<file path="src/hw/rtl/quaternion_normalize_defines.svh">
// Assertion macros for the quaternion normalizer.
`ifndef QUATERNION_NORMALIZE_DEFINES_SVH
`define QUATERNION_NORMALIZE_DEFINES_SVH

// Condition holds in the same cycle as the trigger.
`define QN_ASSERT_NOW(lbl, clk, rst, trig, cond) \
   lbl: assert property (@(posedge clk) disable iff (rst) (trig) |-> (cond)) \
      else $error("quaternion_normalize check failed");

// Condition holds in the cycle after the trigger.
`define QN_ASSERT_NEXT(lbl, clk, rst, trig, cond) \
   lbl: assert property (@(posedge clk) disable iff (rst) (trig) |=> (cond)) \
      else $error("quaternion_normalize check failed");

`endif

</file>
<file path="src/hw/rtl/qn_pkg.sv">
// Types and constants shared by the quaternion normalizer modules.
`timescale 1ns / 1ps
`default_nettype none
package qn_pkg;
   localparam int QN_QW = 15;
   localparam int QN_SW = 33;
   localparam int QN_WW = 64;
   localparam int QN_LANES = 4;
   localparam int QN_NBITS = 15;
   localparam logic [QN_QW-1:0] QN_ONE = 15'd16384;

   typedef struct packed {
      logic [QN_SW-1:0]                 s;
      logic [QN_LANES-1:0][QN_WW-1:0]   rhs;
      logic [QN_LANES-1:0][QN_WW-1:0]   acc_a;
      logic [QN_LANES-1:0][QN_WW-1:0]   acc_b;
      logic [QN_LANES-1:0][QN_QW-1:0]   q;
      logic [QN_LANES-1:0]              neg;
   } qn_stage_type;
endpackage
`default_nettype wire

</file>
<file path="src/hw/rtl/qn_cell.sv">
// One bit cell: decides one bit of each lane's scaled magnitude.
`timescale 1ns / 1ps
`default_nettype none
module qn_cell #(
   parameter int BIT = 14
) (
   input  logic                  clock,
   input  logic                  enable,
   input  qn_pkg::qn_stage_type  up_stg,
   output qn_pkg::qn_stage_type  down_stg
);
   import qn_pkg::*;

   logic [QN_WW-1:0]                 s64;
   logic [QN_LANES-1:0][QN_QW-1:0]   cand;
   logic [QN_LANES-1:0][QN_WW-1:0]   test;
   logic [QN_LANES-1:0]              take;
   qn_stage_type                     stage_ff;
   qn_stage_type                     stage_in;

   assign s64 = QN_WW'(up_stg.s);

   // (2c-1)^2 * S built from A = q^2*S and B = q*S with c = q + 2^BIT
   always_comb begin
      stage_in = up_stg;
      for (int i = 0; i < QN_LANES; i++) begin
         cand[i] = up_stg.q[i] | (QN_QW'(1) << BIT);
         test[i] = (up_stg.acc_a[i] << 2) + (up_stg.acc_b[i] << (BIT + 3))
                 + (s64 << (2 * BIT + 2)) - (up_stg.acc_b[i] << 2)
                 - (s64 << (BIT + 2)) + s64;
         take[i] = (cand[i] <= QN_ONE) && (test[i] <= up_stg.rhs[i]);
         if (take[i]) begin
            stage_in.q[i]     = cand[i];
            stage_in.acc_a[i] = up_stg.acc_a[i] + (up_stg.acc_b[i] << (BIT + 1))
                              + (s64 << (2 * BIT));
            stage_in.acc_b[i] = up_stg.acc_b[i] + (s64 << BIT);
         end
      end
   end

   always_ff @(posedge clock) begin
      if (enable) begin
         stage_ff <= stage_in;
      end
   end

   assign down_stg = stage_ff;
endmodule
`default_nettype wire

</file>
<file path="config.mk">
export PLATFORM = sky130hd
export DESIGN_NAME = qn_cell
export DESIGN_NICKNAME = d
export VERILOG_FILES = /design/src/hw/rtl/quaternion_normalize_defines.svh /design/src/hw/rtl/qn_pkg.sv /design/src/hw/rtl/qn_cell.sv
export SDC_FILE = /design/constraint.sdc
export NUM_CORES = 2
export LEC_CHECK = 0
export CORE_AREA = 4 4 670 672
export DETAILED_ROUTE_END_ITERATION = 10
export DIE_AREA = 0 0 674 676
export DONT_BUFFER_PORTS = 1
export PLACE_DENSITY = 0.39
export SLEW_MARGIN = 40
export SYNTH_ARGS = -nofsm -noshare
export SYNTH_HDL_FRONTEND = slang
export SYNTH_SLANG_ARGS = --single-unit
</file>
<file path="constraint.sdc">
create_clock -name clock -period 7.9 [get_ports clock]
set_clock_uncertainty 0.1 [all_clocks]
set_input_delay 1.58 -clock clock [delete_from_list [all_inputs] [get_ports clock]]
set_output_delay 1.58 -clock clock [all_outputs]
set_load 0.01 [all_outputs]
</file>
==> out/qor.yml <==
worstSetupEndpointType: "flop"
async_reset_ff_frac: 0
wire_per_inst_um: 31.6
placed_area_um2: 107000
drtAntennaViolNets: 0
whs_ns: 0.649
setup_ws_ns: -0.153
coreArea_um2: 444000
slowest_delay_ns: 0.55
seqPwrFrac: 0.182
largest_reg_flops: 865
syn_area_um2: 92200
grt_pass1_wl_mm: 673
timing.fmax_mhz: 124
finalInstanceArea_um2: 112000
fp-row-count: 245
crit_path_start_kind: "input pin"
final_cell_mix: "1654 x inv_1, 1350 x ha_1, 893 x buf_4"
cts_hold_buffers: 0
htreeDepth: 3
hp-start: "up_stg[577]"
path_clk_slew_ns: 0.08
final_nets: 13100
grt_pass1_vias: 74200
crit_path_max_fanout: 18
max_cap_violations: 0
ir_drop_uv: 184
fill_cells: 47900
route.detailed.drc: 0
synth-seq-cells: 865
leakage_nw: 51.9
slew_viol_final: 0
dr_wl_met3_mm: 40.9
cts_tree: "yes"
drive_above_1_share: 0.141
synth_cell_types: 99
final_common_cell: "inv_1"
routed_wl_mm: 515
area.growth.synth_to_final_pct: 21.6
cts_sinks: 865
grt_antenna_before_repair: 146
fin_util: 0.253
p_total_mw: 33.1
power_density_nw_per_um2: 295
grt_max_degree: 155
wl_met1_mm: 206
grt.overflow.total: 0
vias: 74500
place_hpwl_mm: 425
worstMarginPinSlew_ns: 0.887
p_comb_frac: 0.646
cts_inserted_buffers: 116
synth_area_per_cell_um2: 9.89
cts_root_buffer: "clkbuf_16"
synth_nets: 12200
critPathSlowestCell: "fa_1"
switching_share: 0.430
synth_edf_count: 865
setup_violations: 43
vias_per_cell: 4.57
clock_power_share: 0.173
ys_warn_count: 0
fin_crit_ns: 8.05
grt_usage: 0.218
switching_power_mw: 14.2
min_to: "down_stg[577]$_DFFE_PP_"
maxUsedRoutingLayer: "met5"
status: "finished, violations left"
worstSetupPathType: "in2reg"
period_share: 1.02
ioPinCount: 1732
synthCells: 9318
wl_met2_mm: 247
gp_congestion: 0.905
cp.arrival_ns: 8.58
drtIter0Drc: 5922
die_w_um: 674
min_path_type: "in2reg"
drt-pass1-iter-count: 5
seq_area_frac_synth: 0.282
worstPathRequired_ns: 8.43
die_h_um: 676
final-hold-violation-count: 0
rsz0062_at_grt: "yes"
cts_max_path_buffers: 4
synth_ff_type: "edfxtp_1"
die-area_um2: 456000
intPower_mw: 18.9
violations: "negative setup slack"
slew_headroom: 0.407
port_buffers: 0
min_path_cells: 0
start_util: 0.208
final cells by class:
| cell class | count | area [um^2] | area share |
|---|---|---|---|
| multi-input combinational | 6571 | 60000 | 0.535 |
| sequential | 865 | 26000 | 0.232 |
| timing repair buffer | 965 | 8170 | 0.0729 |
| tap | 5928 | 7420 | 0.0662 |
| inverter | 1683 | 6340 | 0.0565 |
| clock buffer | 133 | 2970 | 0.0265 |
| clock inverter | 74 | 957 | 0.00854 |
| antenna | 106 | 265 | 0.00237 |
cell usage after synthesis (58+ instances only):
cell type	number	area, um^2
fa_1	708	14200
o21bai_1	96	721
inv_1	1683	6320
a21oi_1	706	3530
and3_1	84	526
nand3_1	122	611
nor3_1	63	315
clkbuf_1	168	631
xnor2_1	398	3490
o21a_1	67	503
nand2_1	486	1820
edfxtp_1	865	26000
nor2b_1	78	488
a31oi_1	58	363
xor2_1	215	1880
nand4_1	167	1040
o21ai_0	470	2350
a21o_1	466	3500
nand2b_1	73	457
ha_1	1356	17000
nor2_1	378	1420
stage by stage:
step / std cells / setup WS (ns) / setup TNS, ns
global placement: 16000 / -1.29 / -367.61
floorplan: 9318 / -0.353 / -21.77
detailed placement: 16000 / -1.36 / -383.06
CTS: 16200 / 0.00199 / 0
global route: 16300 / -0.385 / -39.40
finish: 16300 / -0.153 / -2.58
critical path: cells and delay by family:
family | cells | cell delay [ns]
buffers and inverters | 8 | 1.05
xor gates and xnor gates | 2 | 0.19
adders and majority gates | 5 | 1.93
AOI/OAI and AO/OA | 14 | 2.99
and+or+nand+nor | 3 | 0.74
how the worst max path moves through the flow:
stage	from	end	slack [ns]	depth (start not counted)
after CTS	up_stg[832]	down_stg[125]$_DFFE_PP_	0.002	36
after detailed placement	up_stg[832]	down_stg[447]$_DFFE_PP_	-1.36	36
after global placement	up_stg[385]	down_stg[447]$_DFFE_PP_	-1.29	37
after floorplan	up_stg[832]	down_stg[447]$_DFFE_PP_	-0.35	33
final	up_stg[833]	down_stg[447]$_DFFE_PP_	-0.15	32
after global routing	up_stg[833]	down_stg[447]$_DFFE_PP_	-0.38	32
repair_timing:
item,4_1_cts,5_1_grt
gates cloned,0,11
endpoints found under the hold margin,0,0
setup endpoints to repair,172,392
pin swaps,36,64
setup buffers,11,20
gates resized for setup,55,117
cell families after synthesis:
| kind of cell | share of synthesized area |
|---|---|
| compound gates | 0.154 |
| xor+xnor | 0.0582 |
| fa+ha+maj | 0.338 |
| buf+inv | 0.0769 |
| flops | 0.282 |
| mux | 0.00650 |
| simple gates | 0.0842 |
metal layers:
metal | vias to the layer above | GRT usage
li1 | 33900 | -
met1 | 37100 | 0.263
met2 | 2914 | 0.371
met3 | 626 | 0.0564
met4 | 12 | 0.0803
met5 | - | 0
power groups by stage:
stage	clock, mW	combinational (mW)	sequential [mW]
after floorplan	0	13.0	5.85
after global placement	0	20.9	6.15
after detailed placement	0	20.8	6.12
after CTS	5.90	21.2	6.04
after global routing	6.05	24.0	6.04
final	5.71	21.4	6.01
No activity file was read; power rests on OpenSTA's default activity.
