## src/hw/rtl/quaternion_normalize_defines.svh

```systemverilog
// Assertion macros for the quaternion normalizer.
`ifndef QUATERNION_NORMALIZE_DEFINES_SVH
`define QUATERNION_NORMALIZE_DEFINES_SVH

// Condition holds in the same cycle as the trigger.
`define QN_ASSERT_NOW(lbl, clk, rst, trig, cond) \
   lbl: assert property (@(posedge clk) disable iff (rst) (trig) |-> (cond)) \
      else $error("quaternion_normalize check failed");

// Condition holds in the cycle after the trigger.
`define QN_ASSERT_NEXT(lbl, clk, rst, trig, cond) \
   lbl: assert property (@(posedge clk) disable iff (rst) (trig) |=> (cond)) \
      else $error("quaternion_normalize check failed");

`endif

```

## src/hw/rtl/qn_pkg.sv

```systemverilog
// Types and constants shared by the quaternion normalizer modules.
`timescale 1ns / 1ps
`default_nettype none
package qn_pkg;
   localparam int QN_QW = 15;
   localparam int QN_SW = 33;
   localparam int QN_WW = 64;
   localparam int QN_LANES = 4;
   localparam int QN_NBITS = 15;
   localparam logic [QN_QW-1:0] QN_ONE = 15'd16384;

   typedef struct packed {
      logic [QN_SW-1:0]                 s;
      logic [QN_LANES-1:0][QN_WW-1:0]   rhs;
      logic [QN_LANES-1:0][QN_WW-1:0]   acc_a;
      logic [QN_LANES-1:0][QN_WW-1:0]   acc_b;
      logic [QN_LANES-1:0][QN_QW-1:0]   q;
      logic [QN_LANES-1:0]              neg;
   } qn_stage_type;
endpackage
`default_nettype wire

```

## src/hw/rtl/qn_front.sv

```systemverilog
// Front end: magnitudes, squares, sum of squares and per-lane targets.
`timescale 1ns / 1ps
`default_nettype none
module qn_front (
   input  logic                      clock,
   input  logic                      enable,
   input  logic signed [15:0]        in_x,
   input  logic signed [15:0]        in_y,
   input  logic signed [15:0]        in_z,
   input  logic signed [15:0]        in_w,
   output qn_pkg::qn_stage_type      down_stg
);
   import qn_pkg::*;

   logic [QN_LANES-1:0][15:0] raw;
   logic [QN_LANES-1:0][16:0] mag;
   logic [QN_LANES-1:0][30:0] sq_ff;
   logic [QN_LANES-1:0][30:0] sq_in;
   logic [QN_LANES-1:0]       neg_ff;
   logic [QN_LANES-1:0]       neg_in;
   qn_stage_type              stage_ff;
   qn_stage_type              stage_in;

   assign raw = {in_w, in_z, in_y, in_x};

   always_comb begin
      for (int i = 0; i < QN_LANES; i++) begin
         neg_in[i] = raw[i][15];
         mag[i]    = raw[i][15] ? (17'd0 - {1'b1, raw[i]}) : {1'b0, raw[i]};
         sq_in[i]  = 31'(mag[i] * mag[i]);
      end
   end

   always_comb begin
      stage_in.s = QN_SW'(sq_ff[0]) + QN_SW'(sq_ff[1]) + QN_SW'(sq_ff[2])
                 + QN_SW'(sq_ff[3]);
      for (int i = 0; i < QN_LANES; i++) begin
         stage_in.rhs[i]   = QN_WW'(sq_ff[i]) << 30;
         stage_in.acc_a[i] = '0;
         stage_in.acc_b[i] = '0;
         stage_in.q[i]     = '0;
      end
      stage_in.neg = neg_ff;
   end

   always_ff @(posedge clock) begin
      if (enable) begin
         sq_ff    <= sq_in;
         neg_ff   <= neg_in;
         stage_ff <= stage_in;
      end
   end

   assign down_stg = stage_ff;
endmodule
`default_nettype wire

```

## config.mk

```make
export PLATFORM = sky130hd
export DESIGN_NAME = qn_front
export DESIGN_NICKNAME = d
export VERILOG_FILES = /design/src/hw/rtl/quaternion_normalize_defines.svh /design/src/hw/rtl/qn_pkg.sv /design/src/hw/rtl/qn_front.sv
export SDC_FILE = /design/constraint.sdc
export NUM_CORES = 2
export LEC_CHECK = 0
export CAP_MARGIN = 20
export CORE_AREA = 2 2 360 362
export DETAILED_ROUTE_END_ITERATION = 12
export DIE_AREA = 0 0 362 364
export DONT_BUFFER_PORTS = 1
export GPL_ROUTABILITY_DRIVEN = 0
export PLACE_DENSITY = 0.6
export SYNTH_ARGS = -nofsm -noshare
export SYNTH_HDL_FRONTEND = slang
export SYNTH_SLANG_ARGS = --single-unit
```

## constraint.sdc

```tcl
create_clock -name clock -period 8.5 [get_ports clock]
set_clock_uncertainty 0.2 [all_clocks]
set_input_delay 1.275 -clock clock [delete_from_list [all_inputs] [get_ports clock]]
set_output_delay 1.275 -clock clock [all_outputs]
set_load 0.005 [all_outputs]
```

==> summary.md <==
| Metric | Value |
|---|---|
| Synth cell types | `92` |
| Worst path required time | `8.62 ns` |
| Post-synth top cells | `inv_1 (1148), fa_1 (820), buf_4 (708)` |
| Drt wl/cell | `17.17 µm` |
| CTS resizes | `0` |
| Initial antenna violation count | `3` |
| Main synth FF type | `edfxtp_1` |
| Synth Area in XOR/XNOR | `3.839%` |
| Final hold violation count | `0` |
| Post-cts hold buffer count | `0` |
| Gr usage total | `a little under a fifth` |
| ANT cells | `0` |
| Status | `completed` |
| Layout area overhead | `7.425%` |
| Mapped Cells | `4870` |
| Yosys top cell area share | `34.22%` |
| DRC | `0` |
| Area contributors post-synth | `fa_1 (34%), edfxtp_1 (18%), buf_4 (11%)` |
| Die area | `131800 µm²` |
| Layout cells sized above 1 | `~8.7%` |
| Num ports | `about 930` |
| First-pass GRT wire length | `186300 µm` |
| Via count | `between 30000 and 40000` |
| Max_slew headroom | `31.52%` |
| Largest net degree at the start of global routing | `282` |
| Number of max-cap violations | `0` |
| Final core occ | `approximately 40%` |
| Average cell area after synthesis | `9.851 µm²` |
| EDFF count, synth | `~280` |
| Crit start category | `input pin` |
| Clk_lat worst skew | `around 0.58 ns` |
| Crit-path max cell delay | `0.56 ns` |
| Clock Sinks | `between 200 and 300` |
| Final period util | `96.03%` |
| Port bufs | `0` |
| Via density | `4.430` |
| Synth warn | `0` |
| Deepest clock path buffer count | `3` |
| Fin crit period | `8.163 ns` |
| Clk root buf | `clkbuf_16` |
| Seq/Total Area, Yosys | `17.59%` |
| Total gr overflow | `0` |
| Worst slew pin tran | `1.027 ns` |
| Register bit total from synthesis | `281` |
| Placed cells | `6949` |
| Setup bufs post-CTS | `0` |
| H-tree depth | `2` |
| Compound-cell area share of the yosys netlist | `5.628%` |
| Most common cell in the netlist | `inv_1` |
| Critical path class | `in2reg` |
| Number of global-route vias before repair | `32404` |
| Simple-gate share of the synthesized area | `7.292%` |
| Achievable Freq | `approximately 120 MHz` |
| Endpoints failing setup | `0` |
| Yosys top cell by area | `fa_1` |
| Site row count | `between 100 and 150` |
| Post-Synth Adder-Cell Area | `around 45%` |
| CP most frequent cell | `fa_1` |
| Non-Filler Instances | `7017` |
| Mux contribution to synthesized area | `0.08346%` |
| Critical Path AT | `8.28 ns` |
| Remaining antenna violation count after routing | `0` |
| DRT iter0 DRCs | `between 1500 and 2000` |
| Worst Setup End Kind | `flop` |
| Die Span Y | `364 µm` |
| Worst hold path type | `reg2reg` |
| TritonCTS clock tree | `built` |
| Final wirelength | `120500 µm` |
| Filler cell count | `12539` |
| CP max-delay cell | `or4_4` |
| Post-synth design cell area | `between 40000 and 50000 µm²` |
| Initial DRT Pass Iterations | `6` |
| Main combinational cell family by area after synthesis | `adder cells` |
| Initial core utilization | `37.39%` |
| Clock transition time at the flip-flop clock pins of the worst setup and hold paths | `around 0.050 ns` |
| Core Region | `about 130000 µm²` |
| Largest fanout on the critical path | `4` |
| Nets | `6603` |
| DP HPWL | `104900 µm` |
| Cts bufs inserted | `37` |
| Sum Neg Setup Slack | `0 ns` |
| Die W | `362 µm` |
| Async SR Flop Fraction | `0%` |
| Pins Over Slew Limit | `0` |
area by class of cell:
type | instances | area (µm²) | area share, %
clock inverter | 25 | 210.2 | 0.4079
sequential | 281 | 8438 | 16.37
inverter | 1177 | 4419 | 8.575
multi-input combinational | 3481 | 32870 | 63.79
clock buffer | 43 | 948.4 | 1.840
timing repair buffer | 335 | 2552 | 4.953
tap | 1675 | 2096 | 4.066
cells in the final DEF (no fill, tap or decap), drive strengths merged, types with 9 or more instances in the layout:
cell and n:
clkinv 28, nor2 264, xnor2 145, buf 335, and3 17, o21a 27, nand2b 26, nand3 27
edfxtp 281, o21ai 91, clkbuf 43, a21oi 102, nor2b 16, a31oi 9, nor3 36, conb 843
o31ai 13, a21o 55, nand2 363, ha 404, fa 820, a211oi 11, xor2 58, inv 1169
o21bai 13
through the flow:
step / setup WS, ns / hold slack, ns / cell area, µm²
finish: 0.3372 / 0.2181 / 51540
global route: -0.007147 / 0.2410 / 51540
CTS: 0.2505 / 0.2179 / 51450
detailed placement: -0.3669 / 0.2054 / 50290
global placement: -0.2815 / 0.2084 / 50290
floorplan: -0.04605 / 0.2003 / 51210
cell families after synthesis:
kind of cell	Yosys count
compound gates	401
xor+xnor	203
fa+ha+maj	1224
buf+inv	1949
flops	281
mux	4
other cells	2
simple gates	806
layer usage:
metal | part of all wire (%) | track usage (%) | vias up
met4 | 4.1 | 6.560 | 0
met2 | 48 | 31.17 | 1049
met3 | 8.0 | 4.030 | 169
li1 | - | - | 14203
met5 | 0 | 0 | -
met1 | 40 | 23.63 | 15664
final timing paths:
path	from	endpoint	slack (ns)	cells past startpoint
worst max-delay path	in_x[5]	sq_ff[29]	0.34	28
worst min-delay path	neg_ff[0]	down_stg[0]	0.22	0
worst max register to register	sq_ff[0]	down_stg[861]	3.59	13
worst min register to register	neg_ff[0]	down_stg[0]	0.22	0
registers in the layout (all words and copies together) (netlist names):
| signal | cells |
|---|---|
| down_stg | 157 |
| neg_ff | 4 |
| sq_ff | 120 |
critical path, delay by kind of cell:
family	cells	cell delay [ns]
adder cells (fa/ha/maj)	7	3.27
AO/OA/AOI/OAI	7	1.70
buffers and inverters	6	0.35
XOR/XNOR	2	0.43
AND/OR/NAND/NOR	6	1.25
Power is not shown: default switching activity piles up to over one toggle a cycle in this logic, so the estimate is an artifact.
